==> config.mk <==
export PLATFORM = sky130hd
export DESIGN_NAME = windowed_motion_mode_filter_top_flat
export DESIGN_NICKNAME = d
export VERILOG_FILES = /design/src/hw/rtl/wmmf_pkg.sv /design/src/hw/rtl/wmmf_if.sv /design/src/hw/rtl/wmmf_cell.sv /design/src/hw/rtl/wmmf_window.sv /design/src/hw/rtl/windowed_motion_mode_filter_top.sv /design/src/flat_wrapper.sv
export SDC_FILE = /design/constraint.sdc
export NUM_CORES = 1
export LEC_CHECK = 0
export ABC_AREA = 1
export BUFFER_PORTS_ARGS = -buffer_cell sky130_fd_sc_hd__buf_2
export CAP_MARGIN = 20
export CORE_MARGIN = 1
export CORE_UTILIZATION = 55
export CTS_CLUSTER_SIZE = 16
export DETAILED_ROUTE_END_ITERATION = 6
export PLACE_DENSITY = 0.73
export SLEW_MARGIN = 0
export SYNTH_ARGS = -nofsm -noshare
export SYNTH_HDL_FRONTEND = slang
export SYNTH_SLANG_ARGS = --single-unit
==> constraint.sdc <==
create_clock -name clk -period 24.2 [get_ports clk]
set_input_delay 4.84 -clock clk [delete_from_list [all_inputs] [get_ports clk]]
set_output_delay 4.84 -clock clk [all_outputs]
set_load 0.05 [all_outputs]
==> src/hw/rtl/wmmf_pkg.sv <==
package wmmf_pkg;

  // Default window depth and the widest count that any legal depth needs.
  localparam int WINDOW_DEPTH_DEFAULT = 20;
  localparam int WIN_CNT_W            = 7;

  // Item field widths.
  localparam int SPEED_W   = 16;
  localparam int THRESH_W  = 15;
  localparam int SMALL_W   = 5;
  localparam int CFG_IDX_W = 3;
  localparam int CFG_DAT_W = 15;

  // Command codes carried in the command field.
  localparam logic CMD_VELOCITY = 1'b0;
  localparam logic CMD_TICK     = 1'b1;

  // Configuration register indexes.
  localparam logic [CFG_IDX_W-1:0] REG_TURN_THRESHOLD  = 3'd0;
  localparam logic [CFG_IDX_W-1:0] REG_DRIVE_THRESHOLD = 3'd1;
  localparam logic [CFG_IDX_W-1:0] REG_MIN_FILL        = 3'd2;
  localparam logic [CFG_IDX_W-1:0] REG_ROTATE_VOTES    = 3'd3;
  localparam logic [CFG_IDX_W-1:0] REG_FORWARD_VOTES   = 3'd4;
  localparam logic [CFG_IDX_W-1:0] REG_FORWARD_DROP    = 3'd5;

  // Register reset values.
  localparam logic [THRESH_W-1:0] TURN_THRESHOLD_RST  = 15'd1024;
  localparam logic [THRESH_W-1:0] DRIVE_THRESHOLD_RST = 15'd410;
  localparam logic [SMALL_W-1:0]  MIN_FILL_RST        = 5'd15;
  localparam logic [SMALL_W-1:0]  ROTATE_VOTES_RST    = 5'd15;
  localparam logic [SMALL_W-1:0]  FORWARD_VOTES_RST   = 5'd10;
  localparam logic [SMALL_W-1:0]  FORWARD_DROP_RST    = 5'd5;

  // Motion mode; the same codes serve as command classes.
  typedef enum logic [1:0] {
    MODE_STOP    = 2'd0,
    MODE_FORWARD = 2'd1,
    MODE_ROTATE  = 2'd2
  } mode_t;

  // Window control from the mode logic to the cell chain.
  typedef struct packed {
    logic               push;
    logic               is_rotate;
    logic               is_forward;
    logic               clear;
    logic               drop;
    logic [SMALL_W-1:0] drop_count;
  } win_ctrl_t;

  // Window status back to the mode logic.
  typedef struct packed {
    logic [WIN_CNT_W-1:0] fill;
    logic [WIN_CNT_W-1:0] rotate_count;
    logic [WIN_CNT_W-1:0] forward_count;
  } win_stat_t;

endpackage

==> src/hw/rtl/wmmf_if.sv <==
interface wmmf_item_if;
  logic        valid;
  logic        ready;
  logic        command;
  logic signed [15:0] linear_x;
  logic signed [15:0] angular_z;

  modport source (output valid, command, linear_x, angular_z, input ready);
  modport sink (input valid, command, linear_x, angular_z, output ready);
endinterface

interface wmmf_result_if;
  logic        valid;
  logic        ready;
  logic signed [15:0] sent_linear;
  logic signed [15:0] sent_angular;
  logic [1:0]  mode;

  modport source (output valid, sent_linear, sent_angular, mode, input ready);
  modport sink (input valid, sent_linear, sent_angular, mode, output ready);
endinterface

interface wmmf_cfg_if;
  logic        valid;
  logic        ready;
  logic [2:0]  index;
  logic [14:0] data;

  modport source (output valid, index, data, input ready);
  modport sink (input valid, index, data, output ready);
endinterface

==> src/hw/rtl/wmmf_cell.sv <==
module wmmf_cell #(
  parameter int CNT_W = 5
) (
  input  logic             clk,
  input  logic             shift,
  input  logic [CNT_W-1:0] prev_rotate,
  input  logic [CNT_W-1:0] prev_forward,
  input  logic             add_rotate,
  input  logic             add_forward,
  output logic [CNT_W-1:0] rotate_sum,
  output logic [CNT_W-1:0] forward_sum
);

  // Each cell holds the class counts of the newest entries up to its own place.
  always_ff @(posedge clk) begin
    if (shift) begin
      rotate_sum  <= prev_rotate + CNT_W'(add_rotate);
      forward_sum <= prev_forward + CNT_W'(add_forward);
    end
  end

endmodule

==> src/hw/rtl/wmmf_window.sv <==
module wmmf_window #(
  parameter int WINDOW_DEPTH = wmmf_pkg::WINDOW_DEPTH_DEFAULT
) (
  input  logic                clk,
  input  logic                rst,
  input  wmmf_pkg::win_ctrl_t ctrl,
  output wmmf_pkg::win_stat_t stat
);
  import wmmf_pkg::*;

  localparam int CNT_W = $clog2(WINDOW_DEPTH + 1);
  localparam int IDX_W = $clog2(WINDOW_DEPTH);

  logic [CNT_W-1:0] rotate_sum  [WINDOW_DEPTH];
  logic [CNT_W-1:0] forward_sum [WINDOW_DEPTH];
  logic [CNT_W-1:0] fill;
  logic [CNT_W-1:0] fill_next;
  logic [WIN_CNT_W-1:0] fill_wide;
  logic [WIN_CNT_W-1:0] drop_wide;
  logic [WIN_CNT_W-1:0] fill_left;
  logic [IDX_W-1:0] rd_idx;

  // Cell 0 holds the newest entry; cell i sums the i+1 newest classes.
  for (genvar i = 0; i < WINDOW_DEPTH; i++) begin : g_cell
    logic [CNT_W-1:0] prev_rotate;
    logic [CNT_W-1:0] prev_forward;
    if (i == 0) begin : g_head
      assign prev_rotate  = '0;
      assign prev_forward = '0;
    end else begin : g_body
      assign prev_rotate  = rotate_sum[i-1];
      assign prev_forward = forward_sum[i-1];
    end
    wmmf_cell #(.CNT_W(CNT_W)) u_cell (
      .clk         (clk),
      .shift       (ctrl.push),
      .prev_rotate (prev_rotate),
      .prev_forward(prev_forward),
      .add_rotate  (ctrl.is_rotate),
      .add_forward (ctrl.is_forward),
      .rotate_sum  (rotate_sum[i]),
      .forward_sum (forward_sum[i])
    );
  end

  assign fill_wide = WIN_CNT_W'(fill);
  assign drop_wide = WIN_CNT_W'(ctrl.drop_count);
  assign fill_left = fill_wide - drop_wide;

  always_comb begin
    fill_next = fill;
    if (ctrl.push) begin
      if (fill != CNT_W'(WINDOW_DEPTH)) begin
        fill_next = fill + CNT_W'(1);
      end
    end else if (ctrl.clear) begin
      fill_next = '0;
    end else if (ctrl.drop) begin
      if (drop_wide >= fill_wide) begin
        fill_next = '0;
      end else begin
        fill_next = fill_left[CNT_W-1:0];
      end
    end
  end

  always_ff @(posedge clk) begin
    if (rst) begin
      fill <= '0;
    end else begin
      fill <= fill_next;
    end
  end

  // The counts of the whole window sit in the cell of the oldest valid entry.
  assign rd_idx = IDX_W'(fill - CNT_W'(1));

  always_comb begin
    stat.fill = fill_wide;
    if (fill == '0) begin
      stat.rotate_count  = '0;
      stat.forward_count = '0;
    end else begin
      stat.rotate_count  = WIN_CNT_W'(rotate_sum[rd_idx]);
      stat.forward_count = WIN_CNT_W'(forward_sum[rd_idx]);
    end
  end

endmodule

==> src/hw/rtl/windowed_motion_mode_filter_top.sv <==
// A tick's result is registered into the output register, or into the skid entry if that one is held.
// Throughput: one item per cycle while the skid entry is free, commands and ticks mixed freely;
// the cell chain and the fill count take each item as it comes; the vote read is a select at the fill count.
// A two-deep output stage keeps input flowing while a result waits to be taken.
// Reset (rst, synchronous): registers to defaults, fill zero, stop mode, latest command
// zero, output empty; the window cells themselves are not cleared.
module windowed_motion_mode_filter_top #(
  parameter int WINDOW_DEPTH = wmmf_pkg::WINDOW_DEPTH_DEFAULT
) (
  input  logic          clk,
  input  logic          rst,
  wmmf_item_if.sink     item,
  wmmf_result_if.source result,
  wmmf_cfg_if.sink      cfg
);
  import wmmf_pkg::*;

  // Configuration registers.
  logic [THRESH_W-1:0] turn_threshold;
  logic [THRESH_W-1:0] drive_threshold;
  logic [SMALL_W-1:0]  min_fill;
  logic [SMALL_W-1:0]  rotate_votes;
  logic [SMALL_W-1:0]  forward_votes;
  logic [SMALL_W-1:0]  forward_drop;

  // Mode and latest command.
  mode_t               current_mode;
  mode_t               mode_next;
  logic [SPEED_W-1:0]  last_linear;
  logic [SPEED_W-1:0]  last_angular;

  // Output register and skid entry.
  logic                out_valid;
  logic [SPEED_W-1:0]  out_linear;
  logic [SPEED_W-1:0]  out_angular;
  mode_t               out_mode;
  logic                skid_valid;
  logic [SPEED_W-1:0]  skid_linear;
  logic [SPEED_W-1:0]  skid_angular;
  mode_t               skid_mode;

  logic                item_take;
  logic                is_tick;
  logic                is_command;
  logic [SPEED_W:0]    mag_linear;
  logic [SPEED_W:0]    mag_angular;
  logic                class_rotate;
  logic                class_forward;
  logic                may_change;
  win_ctrl_t           win_ctrl;
  win_stat_t           win_stat;
  logic [SPEED_W-1:0]  res_linear;
  logic [SPEED_W-1:0]  res_angular;
  logic                out_free;

  // The configuration port never stalls; writes past the register list are dropped.
  assign cfg.ready = 1'b1;

  always_ff @(posedge clk) begin
    if (rst) begin
      turn_threshold  <= TURN_THRESHOLD_RST;
      drive_threshold <= DRIVE_THRESHOLD_RST;
      min_fill        <= MIN_FILL_RST;
      rotate_votes    <= ROTATE_VOTES_RST;
      forward_votes   <= FORWARD_VOTES_RST;
      forward_drop    <= FORWARD_DROP_RST;
    end else if (cfg.valid) begin
      unique case (cfg.index)
        REG_TURN_THRESHOLD:  turn_threshold  <= cfg.data[THRESH_W-1:0];
        REG_DRIVE_THRESHOLD: drive_threshold <= cfg.data[THRESH_W-1:0];
        REG_MIN_FILL:        min_fill        <= cfg.data[SMALL_W-1:0];
        REG_ROTATE_VOTES:    rotate_votes    <= cfg.data[SMALL_W-1:0];
        REG_FORWARD_VOTES:   forward_votes   <= cfg.data[SMALL_W-1:0];
        REG_FORWARD_DROP:    forward_drop    <= cfg.data[SMALL_W-1:0];
        default: ;
      endcase
    end
  end

  // Input is taken whenever the skid entry is free, so a result waiting in the
  // output register does not hold up the next item.
  assign item.ready  = !skid_valid;
  assign item_take   = item.valid && item.ready;
  assign is_tick     = item_take && (item.command == CMD_TICK);
  assign is_command  = item_take && (item.command == CMD_VELOCITY);

  // Magnitudes are taken one bit wider so that the most negative value is exact.
  assign mag_angular = item.angular_z[SPEED_W-1]
                       ? (SPEED_W+1)'(-$signed({item.angular_z[SPEED_W-1], item.angular_z}))
                       : {1'b0, item.angular_z};
  assign mag_linear  = item.linear_x[SPEED_W-1]
                       ? (SPEED_W+1)'(-$signed({item.linear_x[SPEED_W-1], item.linear_x}))
                       : {1'b0, item.linear_x};

  // Rotate wins over forward when both thresholds are exceeded.
  assign class_rotate  = mag_angular > (SPEED_W+1)'(turn_threshold);
  assign class_forward = !class_rotate && (mag_linear > (SPEED_W+1)'(drive_threshold));

  wmmf_window #(.WINDOW_DEPTH(WINDOW_DEPTH)) u_window (
    .clk (clk),
    .rst (rst),
    .ctrl(win_ctrl),
    .stat(win_stat)
  );

  // Mode vote. The mode may move only once the window holds min_fill entries.
  // Entering rotate or stop empties the window; entering forward drops the oldest
  // forward_drop entries; keeping the same mode leaves the window alone.
  assign may_change = win_stat.fill >= WIN_CNT_W'(min_fill);

  always_comb begin
    mode_next           = current_mode;
    win_ctrl.push       = is_command;
    win_ctrl.is_rotate  = class_rotate;
    win_ctrl.is_forward = class_forward;
    win_ctrl.clear      = 1'b0;
    win_ctrl.drop       = 1'b0;
    win_ctrl.drop_count = forward_drop;
    if (is_tick && may_change) begin
      if (win_stat.rotate_count > WIN_CNT_W'(rotate_votes)) begin
        mode_next      = MODE_ROTATE;
        win_ctrl.clear = (current_mode != MODE_ROTATE);
      end else if (win_stat.forward_count > WIN_CNT_W'(forward_votes)) begin
        mode_next      = MODE_FORWARD;
        win_ctrl.drop  = (current_mode != MODE_FORWARD);
      end else begin
        mode_next      = MODE_STOP;
        win_ctrl.clear = (current_mode != MODE_STOP);
      end
    end
  end

  always_ff @(posedge clk) begin
    if (rst) begin
      current_mode <= MODE_STOP;
      last_linear  <= '0;
      last_angular <= '0;
    end else begin
      current_mode <= mode_next;
      if (is_command) begin
        last_linear  <= item.linear_x;
        last_angular <= item.angular_z;
      end
    end
  end

  // The tick sends the latest command gated by the new mode.
  assign res_linear  = (mode_next == MODE_FORWARD) ? last_linear : '0;
  assign res_angular = (mode_next == MODE_ROTATE) ? last_angular : '0;

  // Output register with a skid entry behind it.
  assign out_free = !out_valid || result.ready;

  always_ff @(posedge clk) begin
    if (rst) begin
      out_valid  <= 1'b0;
      skid_valid <= 1'b0;
    end else if (out_free) begin
      if (skid_valid) begin
        out_valid  <= 1'b1;
        skid_valid <= 1'b0;
      end else begin
        out_valid  <= is_tick;
      end
    end else if (is_tick) begin
      skid_valid <= 1'b1;
    end
  end

  always_ff @(posedge clk) begin
    if (out_free) begin
      if (skid_valid) begin
        out_linear  <= skid_linear;
        out_angular <= skid_angular;
        out_mode    <= skid_mode;
      end else begin
        out_linear  <= res_linear;
        out_angular <= res_angular;
        out_mode    <= mode_next;
      end
    end else if (is_tick) begin
      skid_linear  <= res_linear;
      skid_angular <= res_angular;
      skid_mode    <= mode_next;
    end
  end

  assign result.valid        = out_valid;
  assign result.sent_linear  = out_linear;
  assign result.sent_angular = out_angular;
  assign result.mode         = out_mode;

endmodule

==> src/flat_wrapper.sv <==
// flat-port wrapper written by rule: the top's interface ports become plain ports
module windowed_motion_mode_filter_top_flat import wmmf_pkg::*;
#(
  parameter int WINDOW_DEPTH = wmmf_pkg::WINDOW_DEPTH_DEFAULT
)
  (clk, rst, item_valid, item_command, item_linear_x, item_angular_z, item_ready, result_valid, result_sent_linear, result_sent_angular, result_mode, result_ready, cfg_valid, cfg_index, cfg_data, cfg_ready);
  wmmf_item_if item_i ();
  wmmf_result_if result_i ();
  wmmf_cfg_if cfg_i ();
  input  logic clk;
  input  logic rst;
  input wire logic [$bits(item_i.valid)-1:0] item_valid;
  input wire logic [$bits(item_i.command)-1:0] item_command;
  input wire logic [$bits(item_i.linear_x)-1:0] item_linear_x;
  input wire logic [$bits(item_i.angular_z)-1:0] item_angular_z;
  output wire logic [$bits(item_i.ready)-1:0] item_ready;
  output wire logic [$bits(result_i.valid)-1:0] result_valid;
  output wire logic [$bits(result_i.sent_linear)-1:0] result_sent_linear;
  output wire logic [$bits(result_i.sent_angular)-1:0] result_sent_angular;
  output wire logic [$bits(result_i.mode)-1:0] result_mode;
  input wire logic [$bits(result_i.ready)-1:0] result_ready;
  input wire logic [$bits(cfg_i.valid)-1:0] cfg_valid;
  input wire logic [$bits(cfg_i.index)-1:0] cfg_index;
  input wire logic [$bits(cfg_i.data)-1:0] cfg_data;
  output wire logic [$bits(cfg_i.ready)-1:0] cfg_ready;
  assign item_i.valid = item_valid;
  assign item_i.command = item_command;
  assign item_i.linear_x = item_linear_x;
  assign item_i.angular_z = item_angular_z;
  assign item_ready = item_i.ready;
  assign result_valid = result_i.valid;
  assign result_sent_linear = result_i.sent_linear;
  assign result_sent_angular = result_i.sent_angular;
  assign result_mode = result_i.mode;
  assign result_i.ready = result_ready;
  assign cfg_i.valid = cfg_valid;
  assign cfg_i.index = cfg_index;
  assign cfg_i.data = cfg_data;
  assign cfg_ready = cfg_i.ready;
  windowed_motion_mode_filter_top #(.WINDOW_DEPTH(WINDOW_DEPTH)) u_core (.clk(clk), .rst(rst), .item(item_i), .result(result_i), .cfg(cfg_i));
endmodule
==> qor.txt <==
Status = finished, final reports clean
Register area share after synthesis = 52.6%
Fin. max-slew vios = 0
Worst Setup Path Type = in2reg
RSZ-0062 raised after global routing = no
Hold depth = 2
Min-delay src = u_core.drive_threshold[2]
P&R area growth vs syn = 11.9%
Core Footprint = 31600 um2
Worst reg-to-reg path cell count = 17
Hold path endpoint = u_core.drive_threshold[2]
Via density = 5.61
CTS clk-pin slew, worst paths = 0.06 ns
IO Count = 93
Global placement routability congestion = 0.923
# port buffers = 91
Dpl cells = 2214
Final setup margin = 15.78 ns
Maximum number of pins on one net before global-route repair = 193
Maximum clock path buffer count = 3
Die width = 181 um
CP required = 24.48 ns
Critical Path AT = 8.69 ns
First-pass GRT wire length = 63000 um
CTS root buf = clkbuf_16
Post-synth design cell area = 17600 um2
Area contributors post-synth = edfxtp_1 (42%), dfxtp_1 (10%), ha_1 (9.1%), nand2_1 (6.0%), a21oi_1 (4.4%)
First-pass iteration count of the detailed router = 6
Tmin final = 8.42 ns
Startpoint Class = primary input
Worst skew pair latency = 0.53 ns
Ys flop type = edfxtp_1
Final HPWL DP = 26400 um
First-iteration detailed-routing DRC count = 990
# setup viols final = 0
Number of distinct library cells after synthesis = 49
Syn Inst Count = 1780
Worst setup EP type = flop
Worst r2r src = u_core.u_window.fill[0]
TritonCTS clock tree = built
Post-Syn Nets = 1965
Endpoints failing hold = 0
FP Rows = 65
Crit path max fanout = 21
Share of layout cells above drive strength 1 = 11.3%
Die height = 181 um
Drt drc = 0
Syn avg cell area = 9.89 um2
Skew final = 0.0131 ns
Grt ovf = 0
Relative slew slack = 28.7%
Vias = 12831
Initial Utilization = 55.8%
Top cells by count, synth = nand2_1 (280), edfxtp_1 (248), inv_1 (174)
Layout Utilization = 62.4%
Total track usage = 24.0%
Worst slack at placement = 14.97 ns
Synth Warn # = 0
Reg2reg end = u_core.result.sent_angular[2]
Buffers inserted by post-CTS timing repair = 0
Die area = 32700 um2
Worst vdd ir = 0.0565 mV
Cts bufs inserted = 38
Crit share post-route = 34.8%
EDFF count, synth = 248
Resize count post-CTS = 0
Share of async-settable or async-resettable flops after synthesis = 0%
Count leader, synth = nand2_1
Reg-to-reg setup timing slack = 18.76 ns
Routed wire length = 39000 um
Non-filler instance count after layout = 2287
Detail Route Antenna Nets = 0
Clk sinks = 339
Vias in the first global route = 12303
Pwr Density = 80.0 nW/um2
Post-synth top area cell = edfxtp_1
Highest clock rate = 0.119 GHz
Hold Buf Count CTS = 0
Routed wire per std cell = 17.1 um
Final-layout fill cell count = 2559
Worst-Margin Slew = 1.07 ns
Setup_tns = 0 ns
Max Cap Viol = 0
Worst min path class = reg2reg
Synthesized flop and latch total = 339
Synth top area share = 42.3%
Initial antenna violation count = 1
H-tree levels = 2
Final #Nets = 2040
Leakage power = 8.21 nW
[cell families after synthesis]
| family | after synthesis | synth area share [%] |
|---|---|---|
| simple gates | 581 | 15.0 |
| mux | 1 | 0.0569 |
| other cells | 1 | 0.0213 |
| flops | 339 | 52.6 |
| buf+inv | 248 | 5.73 |
| compound gates | 355 | 11.1 |
| xor+xnor | 126 | 6.31 |
| fa+ha+maj | 129 | 9.21 |
[power by group]
group	total (W)	internal (W)	switching (W)
clock network	0.000589	0.000359	0.000230
logic	0.000290	0.0000999	0.000190
registers	0.000698	0.000673	0.0000253
[placed cells by master, fill, tap and decap left out, types with 2 or more instances in the layout]
cell / n
nor2_4: 12
dfxtp_2: 2
xnor2_1: 41
o211ai_1: 15
clkbuf_1: 6
nor2_2: 6
buf_2: 91
nand3_2: 9
nand2_2: 5
nand3_1: 113
a31oi_1: 4
o21ai_0: 133
a22oi_1: 12
o221ai_1: 2
clkbuf_16: 42
nor2_1: 110
a211oi_1: 3
or2_2: 2
clkinv_2: 7
buf_12: 2
nor3_1: 10
inv_2: 4
clkinv_1: 6
bufinv_16: 3
o21ai_1: 12
clkbuf_8: 4
a21oi_1: 155
inv_1: 173
dfxtp_1: 89
nand2_4: 2
ha_1: 128
nor4_1: 2
a32o_1: 13
nand4_1: 26
xor2_1: 84
buf_4: 9
nand2_1: 280
edfxtp_1: 248
[cell type report]
type | count | area (um2) | share of cell area [%]
timing repair buffer | 104 | 606 | 3.07
antenna | 1 | 2.50 | 0.0127
sequential | 339 | 9270 | 47.1
multi-input combinational | 1193 | 7340 | 37.3
tap | 402 | 503 | 2.55
clock inverter | 17 | 160 | 0.813
inverter | 179 | 684 | 3.47
clock buffer | 52 | 1130 | 5.73
[per-stage QoR]
step | power (W) | cell area (um2) | hold WS [ns]
final | 0.00158 | 19700 | 0.464
after global routing | 0.00165 | 19700 | 0.490
after CTS | 0.00158 | 19600 | 0.464
after detailed placement | 0.000995 | 18300 | 0.455
after global placement | 0.000986 | 18300 | 0.449
after floorplan | 0.000912 | 17600 | 0.430
[critical path, stage by stage]
cell      delay, ns
buf_2          0.11
inv_1          0.14
ha_1           0.19
nand2_1        0.07
nor2_1         0.13
nand2_1        0.09
o21ai_0        0.32
nand2_1        0.11
xor2_1         0.16
ha_1           0.31
a21oi_1        0.14
o21a_1         0.13
o211ai_1       0.08
nor2_1         0.15
a21oi_2        0.07
buf_4          0.23
nor2_2         0.56
buf_8          0.23
ha_1           0.19
ha_1           0.19
nand3_1        0.10
xor2_1         0.15
[per-layer routing]
layer  vias to the layer above  part of all wire, %  wire [um]  GRT usage (%)
met1                      6092                   44      17200           32.7
met2                       362                   47      18500           39.3
li1                       6304                    -          -              -
met4                         0                  2.7       1060           8.03
met5                         -                    0          0              0
met3                        73                  5.7       2230           3.43
[sequential cells by signal (all words and copies together), names as in the netlist, 15 cells and up]
register,flops
u_core.skid_linear,16
u_core.u_window.g_cell.u_cell.rotate_sum,90
u_core.turn_threshold,15
u_core.result.sent_linear,16
u_core.drive_threshold,15
u_core.last_linear,16
u_core.u_window.g_cell.u_cell.forward_sum,90
u_core.result.sent_angular,16
u_core.last_angular,16
u_core.skid_angular,16
[how the worst max path moves through the flow]
stage	start	end
3_3_place_gp	item_angular_z[0]	u_core.u_window.g_cell[12].u_cell.forward_sum[4]
6_report	item_angular_z[0]	u_core.u_window.g_cell[6].u_cell.forward_sum[4]
4_1_cts	item_angular_z[0]	u_core.u_window.g_cell[17].u_cell.forward_sum[4]
5_1_grt	item_angular_z[0]	u_core.u_window.g_cell[5].u_cell.forward_sum[4]
2_1_floorplan	item_command	u_core.last_angular[0]
3_5_place_dp	item_angular_z[0]	u_core.u_window.g_cell[17].u_cell.forward_sum[4]
Note: power is estimated with default switching activity, not from simulation.
